[config.mk]
export PLATFORM = sky130hd
export DESIGN_NAME = lgs_ram
export DESIGN_NICKNAME = d
export VERILOG_FILES = /design/src/hw/rtl/lgs_pkg.sv /design/src/hw/rtl/lgs_ram.sv
export SDC_FILE = /design/constraint.sdc
export NUM_CORES = 2
export LEC_CHECK = 0
export ABC_AREA = 1
export BUFFER_PORTS_ARGS = -buffer_cell sky130_fd_sc_hd__buf_4
export CORE_MARGIN = 2
export CORE_UTILIZATION = 50
export DETAILED_ROUTE_END_ITERATION = 8
export HOLD_SLACK_MARGIN = 0.08
export PLACE_DENSITY_LB_ADDON = 0.2
export SLEW_MARGIN = 20
export SYNTH_ARGS = -nofsm -noshare
export SYNTH_HDL_FRONTEND = slang
export SYNTH_SLANG_ARGS = --single-unit
[constraint.sdc]
create_clock -name clk -period 9.8 [get_ports clk]
set_input_delay 0.98 -clock clk [delete_from_list [all_inputs] [get_ports clk]]
set_output_delay 0.98 -clock clk [all_outputs]
set_load 0.1 [all_outputs]
[src/hw/rtl/lgs_pkg.sv]
// Shared types, codes and constants of the life grid generation step block.
package lgs_pkg;

	localparam int CFG_W     = 7;
	localparam int CFG_IDX_W = 1;

	localparam logic [CFG_IDX_W-1:0] REG_GRID_WIDTH  = 1'b0;
	localparam logic [CFG_IDX_W-1:0] REG_GRID_HEIGHT = 1'b1;

	localparam logic [CFG_W-1:0] GRID_SIZE_RST = 7'd64;

	localparam int MAX_COLS_DEF = 64;
	localparam int MAX_ROWS_DEF = 64;

	// B3/S23: born with three live neighbors, survives with two or three.
	localparam logic [3:0] BIRTH_COUNT   = 4'd3;
	localparam logic [3:0] SURVIVE_COUNT = 4'd2;

	typedef enum logic [1:0] {
		ACT_WRITE = 2'd0,
		ACT_READ  = 2'd1,
		ACT_STEP  = 2'd2,
		ACT_CLEAR = 2'd3
	} action_t;

	typedef struct packed {
		action_t    action;
		logic [5:0] col_x;
		logic [5:0] row_y;
		logic       cell_value;
	} req_t;

	typedef struct packed {
		logic read_alive;
		logic coord_ok;
	} rsp_t;

	typedef enum logic [2:0] {
		ST_IDLE,
		ST_CELL_RD,
		ST_CELL_WB,
		ST_STEP,
		ST_FINISH
	} state_t;

endpackage

[src/hw/rtl/lgs_ram.sv]
// Generic single-write, single-read RAM with registered read data.
module lgs_ram #(
	parameter int WIDTH = lgs_pkg::MAX_COLS_DEF,
	parameter int DEPTH = lgs_pkg::MAX_ROWS_DEF,
	localparam int AW = (DEPTH > 1) ? $clog2(DEPTH) : 1
) (
	input  logic             clk,
	input  logic             we,
	input  logic [AW-1:0]    waddr,
	input  logic [WIDTH-1:0] wdata,
	input  logic [AW-1:0]    raddr,
	output logic [WIDTH-1:0] rdata
);

	logic [WIDTH-1:0] mem [DEPTH];

	always_ff @(posedge clk) begin
		if (we) begin
			mem[waddr] <= wdata;
		end
		rdata <= mem[raddr];
	end

endmodule

==> out/results.tsv <==
stage	metric	value	unit
synth	synth_cell_types	16	
synth	netlist_instances	13405	
synth	ys.flop_type	edfxtp_1	
placed_design	hpwlAfterDp	253	mm
critical_path	path_cells	buf_16, buf_4, buf_4, buf_4, nand2_1, nand3_1, nand3_1, nand3_1, nand3_1, nand2_1, nand2_1, nand2_1	
critical_path	cp.arrival	5170	ps
placed_design	portBuffers	141	
power_and_ir_drop	swShare	23.1	%
sta	finalHoldViolCount	0	
sta	tightest_slew	1280	ps
floorplan	ios	142	
synth	yosysSeqAreaShare	75.2	%
run	drv_cap	0	
synth	avgSynthCellArea	12.3	µm²
critical_path	path_class	in -> reg	
outcome	status	completed	
critical_path	cp_slowest_cell	buf_4	
cts	path_clk_slew	60	ps
detailed_routing	viasPerCell	6.17	
cts	cts_tree	yes	
cells_and_area	utilization	55.6	%
cts	h-tree-depth	5	
cts	clk_latency	1010	ps
synth	synth_async_sr_flop_share	0	%
cells_and_area	drive_gt1_share	7.65	%
cts	cts.sinks	4160	
cells_and_area	nNetsFinal	13376	
grt	antenna_found_initial	33	
floorplan	start_util	50.1	%
floorplan	die_w	579	µm
hold_path	hold_path_class	in -> reg	
detailed_routing	vias	111275	
sta	finalSetupViolations	0	
power_and_ir_drop	seqPwrFrac	52.2	%
synth	synth_area_leaders	edfxtp_1 (74%), nand3_1 (12%), nand2_1 (10%)	
grt	grt_max_degree	235	
floorplan	die_height	579	µm
cts	cts_root_buf	clkbuf_16	
critical_path	critPathCaptureType	flip-flop	
critical_path	worstSetupStartpoint	raddr[0]	
synth	netlist_top_cells_count	nand2_1 (4416), edfxtp_1 (4096), nand3_1 (3847)	
cts	cts_resized	0	
sta	fin_crit_sh	43.1	%
power_and_ir_drop	power_leakage	64.1	nW
detailed_routing	drt-pass1-iter-count	8	
cts	clk_path_buf_depth	4	
detailed_routing	wire_per_inst	29.3	µm
power_and_ir_drop	comb_power_share	6.2	%
power_and_ir_drop	ir_drop	170	µV
placed_design	gp_congestion	0.818	
synth	syn_nets	13483	
grt	grt_use_total	31.1	%
floorplan	coreArea	0.330	mm²
sta	finClkSkew	46.8	ps
sta	max_freq	237	MHz
grt	grt-ovfl-total	0	
power_and_ir_drop	power_density	207	mW/mm²
power_and_ir_drop	pwr-share-clk	41.6	%
synth	synth.most_common_cell	nand2_1	
sta	relSlewSlack	14.9	%
synth	yosysTopAreaCell	edfxtp_1	
cells_and_area	nFillCells	26466	
critical_path	slowest_delay	920	ps
power_and_ir_drop	p_int	29.2	mW
sta	drv_slew	0	
detailed_routing	routed_wl	528	mm
floorplan	num_rows	211	
critical_path	cpLargestDelayFamily	buffers and inverters	
grt	grt_pass1_vias	104928	
hold_path	min_from	wdata[57]	
synth	synth_edf_count	4096	
critical_path	crit_fanout	96	
power_and_ir_drop	p_sw	8.74	mW
sta	setup_tns	0	ps
detailed_routing	first_iter_violations	16442	
cells_and_area	area_growth_syn_to_layout	10.8	%
cells_and_area	multi_input_area	0.0366	mm²
synth	synth_top_area_share	74.4	%
floorplan	die_area	0.335	mm²
critical_path	crit_buf_inv	4	
sta	rsz0062_at_grt	false	
critical_path	setup.worst_path.start_class	input pin	
synth	yosys_register_bits	4160	
detailed_routing	detail-route-antenna-nets	0	
synth	yosys_warnings	0	
sta	fin_crit	4220	ps
synth	syn_area	0.165	mm²
critical_path	r2r_start	mem[57][31]$_DFFE_PP_	
critical_path	cp.required	10750	ps
detailed_routing	drc	0	
cts	numCtsBuffers	415	
grt	grt_pass1_wl	749	mm
cts	hold_buffers	0	
cells_and_area	seqCellArea	0.124	mm²
cts	post_cts_buffers	0	
-- worst register-to-register path: stages (launching register included) --
cell	delay, ps
edfxtp_1	370
nand2_1	70
nand3_1	90
nand3_1	140
nand3_1	160
nand3_1	160
nand2_1	100
nand2_1	80
nand2_1	260
-- logic make-up after synthesis --
family | after synthesis | share of synthesized area, %
buf+inv | 909 | 2.95
flops | 4160 | 75.2
simple gates | 8336 | 21.9
-- layout by cell type (no fill, tap or decap), drive strengths merged --
cell type / synthesis / final
nand2: 4416 / 4416
edfxtp: 4096 / 4096
nand3: 3847 / 3847
clkbuf: 147 / 567
buf: 750 / 373
clkinv: 0 / 153
dfxtp: 64 / 64
nor2: 56 / 56
bufinv: 0 / 29
diode: 0 / 23
inv: 12 / 23
nand4: 9 / 9
nor4: 8 / 8
clkinvlp: 0 / 7
-- final timing paths --
check,end,slack [ps],depth (start not counted)
worst max-delay path,rdata[60]$_DFF_P_,5580,12
worst min-delay path,mem[58][57]$_DFFE_PP_,500,1
worst max register to register,rdata[31]$_DFF_P_,8110,8
worst min register to register,rdata[60]$_DFF_P_,790,8
-- flip-flops by register name, summed over array words and instances (netlist names) --
register and flops:
mem 4096, rdata 64
-- routing by layer --
layer	track usage [%]	wire (µm)	vias up	share of wire, %
li1	-	-	47684	-
met1	43.5	205000	55508	39
met2	48.6	240000	6964	46
met3	5.78	60200	1107	11
met4	12.2	22600	12	4.3
met5	0	71	-	0.013
-- per-stage QoR --
stage	setup slack (ps)	hold WS, ps	area [µm²]	power (mW)	std cells
detailed placement	4800	779	170000	22.5	17247
finish	5580	500	183000	37.9	18037
floorplan	1540	721	165000	21.6	13405
CTS	5830	473	183000	38.0	18014
global placement	4780	763	170000	22.4	17240
global route	5450	506	183000	38.9	18029
-- power by group through the flow --
stage	combinational, mW	clock [mW]	sequential (mW)
after floorplan	1.22	0	20.4
after global placement	2.29	0	20.2
after detailed placement	2.32	0	20.2
after CTS	2.33	15.9	19.8
after global routing	2.52	16.6	19.8
final	2.36	15.8	19.8
-- layout make-up --
type / instances / area share, %
Sequential cell: 4160 / 67.8
Clock inverter: 200 / 1.07
Tap cell: 4366 / 2.98
Antenna cell: 23 / 0.0314
Timing Repair Buffer: 373 / 1.81
Inverter: 12 / 0.0560
Multi-Input combinational cell: 8336 / 20.0
Clock buffer: 567 / 6.24
Power figures use the tool's default switching activity.
