### src/hw/rtl/lgs_pkg.sv
// Shared types, codes and constants of the life grid generation step block.
package lgs_pkg;

	localparam int CFG_W     = 7;
	localparam int CFG_IDX_W = 1;

	localparam logic [CFG_IDX_W-1:0] REG_GRID_WIDTH  = 1'b0;
	localparam logic [CFG_IDX_W-1:0] REG_GRID_HEIGHT = 1'b1;

	localparam logic [CFG_W-1:0] GRID_SIZE_RST = 7'd64;

	localparam int MAX_COLS_DEF = 64;
	localparam int MAX_ROWS_DEF = 64;

	// B3/S23: born with three live neighbors, survives with two or three.
	localparam logic [3:0] BIRTH_COUNT   = 4'd3;
	localparam logic [3:0] SURVIVE_COUNT = 4'd2;

	typedef enum logic [1:0] {
		ACT_WRITE = 2'd0,
		ACT_READ  = 2'd1,
		ACT_STEP  = 2'd2,
		ACT_CLEAR = 2'd3
	} action_t;

	typedef struct packed {
		action_t    action;
		logic [5:0] col_x;
		logic [5:0] row_y;
		logic       cell_value;
	} req_t;

	typedef struct packed {
		logic read_alive;
		logic coord_ok;
	} rsp_t;

	typedef enum logic [2:0] {
		ST_IDLE,
		ST_CELL_RD,
		ST_CELL_WB,
		ST_STEP,
		ST_FINISH
	} state_t;

endpackage

### src/hw/rtl/lgs_row_rule.sv
// Row-wide neighbor count and B3/S23 rule for one grid row.
module lgs_row_rule #(
	parameter int COLS = lgs_pkg::MAX_COLS_DEF
) (
	input  logic [COLS-1:0] above,
	input  logic [COLS-1:0] center,
	input  logic [COLS-1:0] below,
	input  logic [COLS-1:0] col_mask,
	output logic [COLS-1:0] next_row
);

	logic [COLS+1:0] pad_a;
	logic [COLS+1:0] pad_c;
	logic [COLS+1:0] pad_b;
	logic [3:0]      cnt [COLS];

	// Zero padding on both ends makes the left and right edges count as dead.
	always_comb begin
		pad_a = {1'b0, above, 1'b0};
		pad_c = {1'b0, center, 1'b0};
		pad_b = {1'b0, below, 1'b0};
		for (int c = 0; c < COLS; c++) begin
			cnt[c] = 4'(pad_a[c]) + 4'(pad_a[c+1]) + 4'(pad_a[c+2])
				+ 4'(pad_c[c]) + 4'(pad_c[c+2])
				+ 4'(pad_b[c]) + 4'(pad_b[c+1]) + 4'(pad_b[c+2]);
			next_row[c] = col_mask[c] & ((cnt[c] == lgs_pkg::BIRTH_COUNT)
				| (center[c] & (cnt[c] == lgs_pkg::SURVIVE_COUNT)));
		end
	end

endmodule

### config.mk
export PLATFORM = sky130hd
export DESIGN_NAME = lgs_row_rule
export DESIGN_NICKNAME = d
export VERILOG_FILES = /design/src/hw/rtl/lgs_pkg.sv /design/src/hw/rtl/lgs_row_rule.sv
export SDC_FILE = /design/constraint.sdc
export NUM_CORES = 1
export LEC_CHECK = 0
export BUFFER_PORTS_ARGS = -buffer_cell sky130_fd_sc_hd__buf_2
export CORE_MARGIN = 4
export CORE_UTILIZATION = 45
export DETAILED_ROUTE_END_ITERATION = 7
export PLACE_DENSITY_LB_ADDON = 0.15
export SETUP_SLACK_MARGIN = 0.4
export SYNTH_ARGS = -nofsm -noshare
export SYNTH_HDL_FRONTEND = slang
export SYNTH_SLANG_ARGS = --single-unit
### constraint.sdc
create_clock -name vclk -period 5.91
set_input_delay 1.182 -clock vclk [all_inputs]
set_output_delay 1.182 -clock vclk [all_outputs]
set_load 0.01 [all_outputs]
==> results of run 1 <==
area by class of cell:
cell class | count | area [sq um]
diodes | 5 | 12.5
fillers | 2337 | 10800
inverters | 443 | 1660
multi-input cells | 755 | 9240
well taps | 319 | 399
repair buffers | 320 | 1600
cells in the mapped netlist:
master	n	share of area [%]
nand2b_1	9	0.52
a211oi_1	1	0.069
nor2b_2	1	0.080
o2111ai_1	8	0.64
a21oi_1	114	5.2
ha_1	188	22
nor3_1	1	0.046
nand3_1	53	2.4
or2_0	15	0.86
o211ai_1	53	3.7
or2_1	8	0.46
or2_2	30	1.7
fa_1	252	46
a2111oi_2	1	0.14
inv_1	443	15
nor2_1	2	0.069
nand3b_1	8	0.55
a31oi_1	1	0.057
nand2_1	10	0.34
metrics by stage:
stage	power [mW]	instance area (sq um)	setup slack, ns	util, %	std cells
floorplan	1.45	10900	0.941	-	1198
global placement	1.94	12900	0.572	54.5	1837
detailed placement	1.99	12900	0.573	54.5	1837
CTS	2.01	12900	0.562	54.5	1837
global route	2.35	12900	0.452	54.5	1838
finish	1.96	12900	0.585	54.5	1842
cells in the final DEF, fill, tap and decap left out, drive strengths merged:
cell,instances
buf,320
nor3,1
a21oi,114
nand3b,8
nand2b,9
inv,443
nand3,53
o2111ai,8
a31oi,1
a2111oi,1
or2,53
nor2,2
ha,188
nand2,10
nor2b,1
o211ai,53
diode,5
fa,252
a211oi,1
power breakdown:
group / total (mW) / switching [mW] / internal [mW]
Combinational: 1.96 / 1.05 / 0.913
Sequential: 0 / 0 / 0
Clock: 0.000000113 / 0 / 0.000000113
routing by layer:
metal / GRT usage, % / vias up / routed length (um)
met5: 0 / - / 31
met4: 1.98 / 8 / 306
met3: 1.59 / 26 / 1350
met2: 29.4 / 198 / 10600
met1: 24.3 / 3903 / 10300
li1: - / 4312 / -
how the worst min path moves through the flow:
stage | from | endpoint | slack (ns) | depth (start not counted)
floorplan | col_mask[1] | next_row[1] | 2.46 | 2
detailed placement | col_mask[0] | next_row[0] | 2.68 | 4
global route | col_mask[63] | next_row[63] | 2.70 | 4
global placement | col_mask[0] | next_row[0] | 2.68 | 4
finish | col_mask[0] | next_row[0] | 2.68 | 4
CTS | col_mask[0] | next_row[0] | 2.68 | 4
cells by family (layout without fill, tap and decap cells):
family | after synthesis | in the layout | share of synthesized area [%]
adder cells (fa/ha/maj) | 440 | 440 | 67.9
AO/OA/AOI/OAI | 178 | 178 | 9.79
AND/OR/NAND/NOR | 137 | 137 | 7.08
buffers and inverters | 443 | 763 | 15.3
other | 0 | 5 | 0
==> metrics, run 1 <==
status=completed; post-detailed-route wirelength per cell=12.2 um; relative slew slack=83.5%; Seq/Total Area, Yosys=0%; Setup TNS Final=0 ns; core area=23,700 sq um; global-route wire length before repair=38,800 um; worst setup path end=next_row[30]; CTS Hold Bufs=0; final wirelength=22,500 um; Synth Cell Area=10,900 sq um; Setup Viol. Count Final=0; Pwr Density=152 nW/um^2; drt first pass iters=4; DRC=0; Buffers on Ports=320; DIE HEIGHT=164 um; Die Wd=164 um; layout cells sized above 1=23.2%; critical path cell sequence=buf_2 -> inv_1 -> fa_1 -> fa_1 -> fa_1 -> inv_1 -> ha_1 -> fa_1 -> or2_2 -> a21oi_1 -> buf_2; Vias per Instance=4.59; Slew @ Worst Pin=0.248 ns; Die Area=26,800 sq um; instance count of the mapped netlist=1,198; fmax=188 MHz; crit path max-delay cell type=fa_1; VDD IR-drop max=0.0798 mV; Site Rows=56; Tmin final=5.33 ns; Synthesized Nets=1,894; leakage=7.51 nW; Routed Antenna Nets=0; Hold WS=2.68 ns; setup bufs post-CTS=0; Critical Path RT=4.73 ns; FFs & Latches=0; RSZ-0062 raised after global routing=no; Initial Utilization=46.0%; path type of the worst min-delay path=primary input to primary output; Ports=320; RePlAce Congestion=0.845; Most common cell on crit path=fa_1; dpl hpwl=22,300 um; vias in the first global route=8,893; # clk buffers=0; GR Overflow Total=0; Largest delay share family, worst path=adder cells; Syn Area/Cell=9.10 sq um; crit share post-route=90.1%; vias=8,447; Worst path max stage delay=0.55 ns; Max-cap violations=0; Area growth syn-to-layout=18.5%; Resize count post-CTS=0; YS warnings=0; crit path max fanout=2; crit path buf inv count=4; Crit path depth=11; max-slew violation count=0; net total in the final layout=2,216; Fin. Hold Viols=0; Setup crit start=above[29]; Reg area=0 sq um; critical path capture point type=primary output; startpoint types=primary input; Worst Path Arrival=4.14 ns; GR Util All Layers=17.1%; DR iter-0 viols=195; kind of critical path=primary input to primary output; initial antenna violation count=5; Yosys cell types=19; largest net degree at the start of global routing=4
Note: power is estimated with default switching activity, not from simulation.
==> run 2: changes to the inputs <==
--- a/config.mk
+++ b/config.mk
@@ -5,7 +5,7 @@
 export SDC_FILE = /design/constraint.sdc
 export NUM_CORES = 1
 export LEC_CHECK = 0
-export BUFFER_PORTS_ARGS = -buffer_cell sky130_fd_sc_hd__buf_2
+export BUFFER_PORTS_ARGS = -buffer_cell sky130_fd_sc_hd__clkbuf_2
 export CORE_MARGIN = 4
 export CORE_UTILIZATION = 45
 export DETAILED_ROUTE_END_ITERATION = 7
==> constraint.sdc (replaced) <==
create_clock -name vclk -period 5.91
set_input_delay 1.4775 -clock vclk [all_inputs]
set_output_delay 1.4775 -clock vclk [all_outputs]
set_load 0.01 [all_outputs]
==> metrics, run 2 (same netlist as run 1, synthesis figures left out) <==
status=completed; Vias per Instance=4.64; Routed Antenna Nets=0; Setup TNS Final=0 ns; Site Rows=56; Critical Path RT=4.43 ns; area of the multi-input gates=9880 sq um; Die Wd=164 um; critical path cell sequence=buf_8 -> inv_4 -> fa_1 -> fa_1 -> fa_1 -> inv_2 -> ha_4 -> fa_1 -> o2111ai_2 -> a21oi_1 -> buf_2; met2 Usage GRT=32.8%; drt first pass iters=4; GR Util All Layers=18.2%; Slew @ Worst Pin=0.292 ns; global-route wire length before repair=41,100 um; busiest grt layer=met2; most common cell after layout, fill and taps aside=inv_1; RSZ-0062 raised after global routing=yes; Die Area=26,800 sq um; RePlAce Congestion=0.847; # clk buffers=0; VDD IR-drop max=0.0743 mV; final wirelength=24,200 um; Ports=320; Fin. Hold Viols=0; DIE HEIGHT=164 um; Reg area=0 sq um; post-detailed-route wirelength per cell=13.0 um; largest net degree at the start of global routing=4; CTS Hold Bufs=0; vias=8,675; vias in the first global route=9,379; path type of the worst min-delay path=primary input to primary output; crit path max-delay cell type=fa_1; kind of critical path=primary input to primary output; DR iter-0 viols=175; leakage=7.54 nW; GR Overflow Total=0; Initial Utilization=46.0%; dpl hpwl=23,100 um; crit path max fanout=2; dpl cells=1,838; max-slew violation count=0; Worst path max stage delay=0.57 ns; fill count=2,163; met1 GRT Util=24.1%; DRC=0; FFs & Latches=0; crit share post-route=97.5%; Setup Viol. Count Final=0; core area=23,700 sq um; net total in the final layout=2,243; startpoint types=primary input; Area growth syn-to-layout=29.9%; Worst Hold Endpoint=next_row[63]; commonest non-fill, non-tap cells in the layout=inv_1 (323), clkbuf_2 (229), fa_1 (197); Buffers on Ports=320; met3 Track Usage GR=2.32%; layout cells sized above 1=42.5%; Hold Path Origin=col_mask[63]; fmax=173 MHz; relative slew slack=80.5%; Most common cell on crit path=fa_1; Max-cap violations=0; Hold Path Cell Cnt=4; Worst Path Arrival=4.29 ns; initial antenna violation count=2; critical path capture point type=primary output; Tmin final=5.76 ns; Pwr Density=160 nW/um^2; Non-Filler Instances=1,868
run 2: layout make-up:
cell class / count / share of cell area, %
diodes: 4 / 0.0707
well taps: 319 / 2.82
multi-input cells: 755 / 69.8
repair buffers: 347 / 15.0
inverters: 443 / 12.3
run 2: report_power, final:
part | switching, mW | internal [mW] | leakage [nW]
clock network | 0 | 0.0000000905 | 0.0000254
logic | 1.18 | 1.09 | 7.54
registers | 0 | 0 | 0
total | 1.18 | 1.09 | 7.54
run 2: layer usage:
| layer | part of all wire [%] | up-vias |
|---|---|---|
| met5 | 0 | - |
| met4 | 1.0 | 0 |
| met3 | 5.9 | 16 |
| met2 | 52 | 184 |
| met1 | 41 | 4102 |
| li1 | - | 4373 |
run 2: through the flow:
step                      power, mW  cell area, sq um  hold slack [ns]  setup WS, ns  util, %
after detailed placement       2.04             13100             3.24        0.0305     55.2
after floorplan                1.50             11100             3.05         0.388        -
after global placement         1.99             13100             3.24        0.0725     55.2
after global routing           2.67             14200             3.26        0.0116     59.8
final                          2.26             14200             3.24         0.145     59.8
after CTS                      2.17             13400             3.24         0.101     56.8
run 2: how the worst max path moves through the flow:
stage                     startpoint            to  slack, ns  depth (start not counted)
after floorplan            above[19]  next_row[20]       0.39                          9
after global placement    center[50]  next_row[51]       0.07                         11
after detailed placement   above[31]  next_row[32]       0.03                         11
after CTS                 center[31]  next_row[32]       0.10                         11
after global routing       center[9]  next_row[10]       0.01                         11
final                      center[9]  next_row[10]       0.15                         11
run 2: repair_timing:
item                       CTS  global route
gates resized for setup    198           243
setup endpoints to repair   62            62
hold endpoints to repair     0             0
pin swaps                  127           134
buffers inserted             5            21
run 2: critical path, delay by kind of cell:
family	cells	cell delay, ns
fa+ha+maj	5	2.29
compound gates	2	0.21
buf+inv	4	0.30
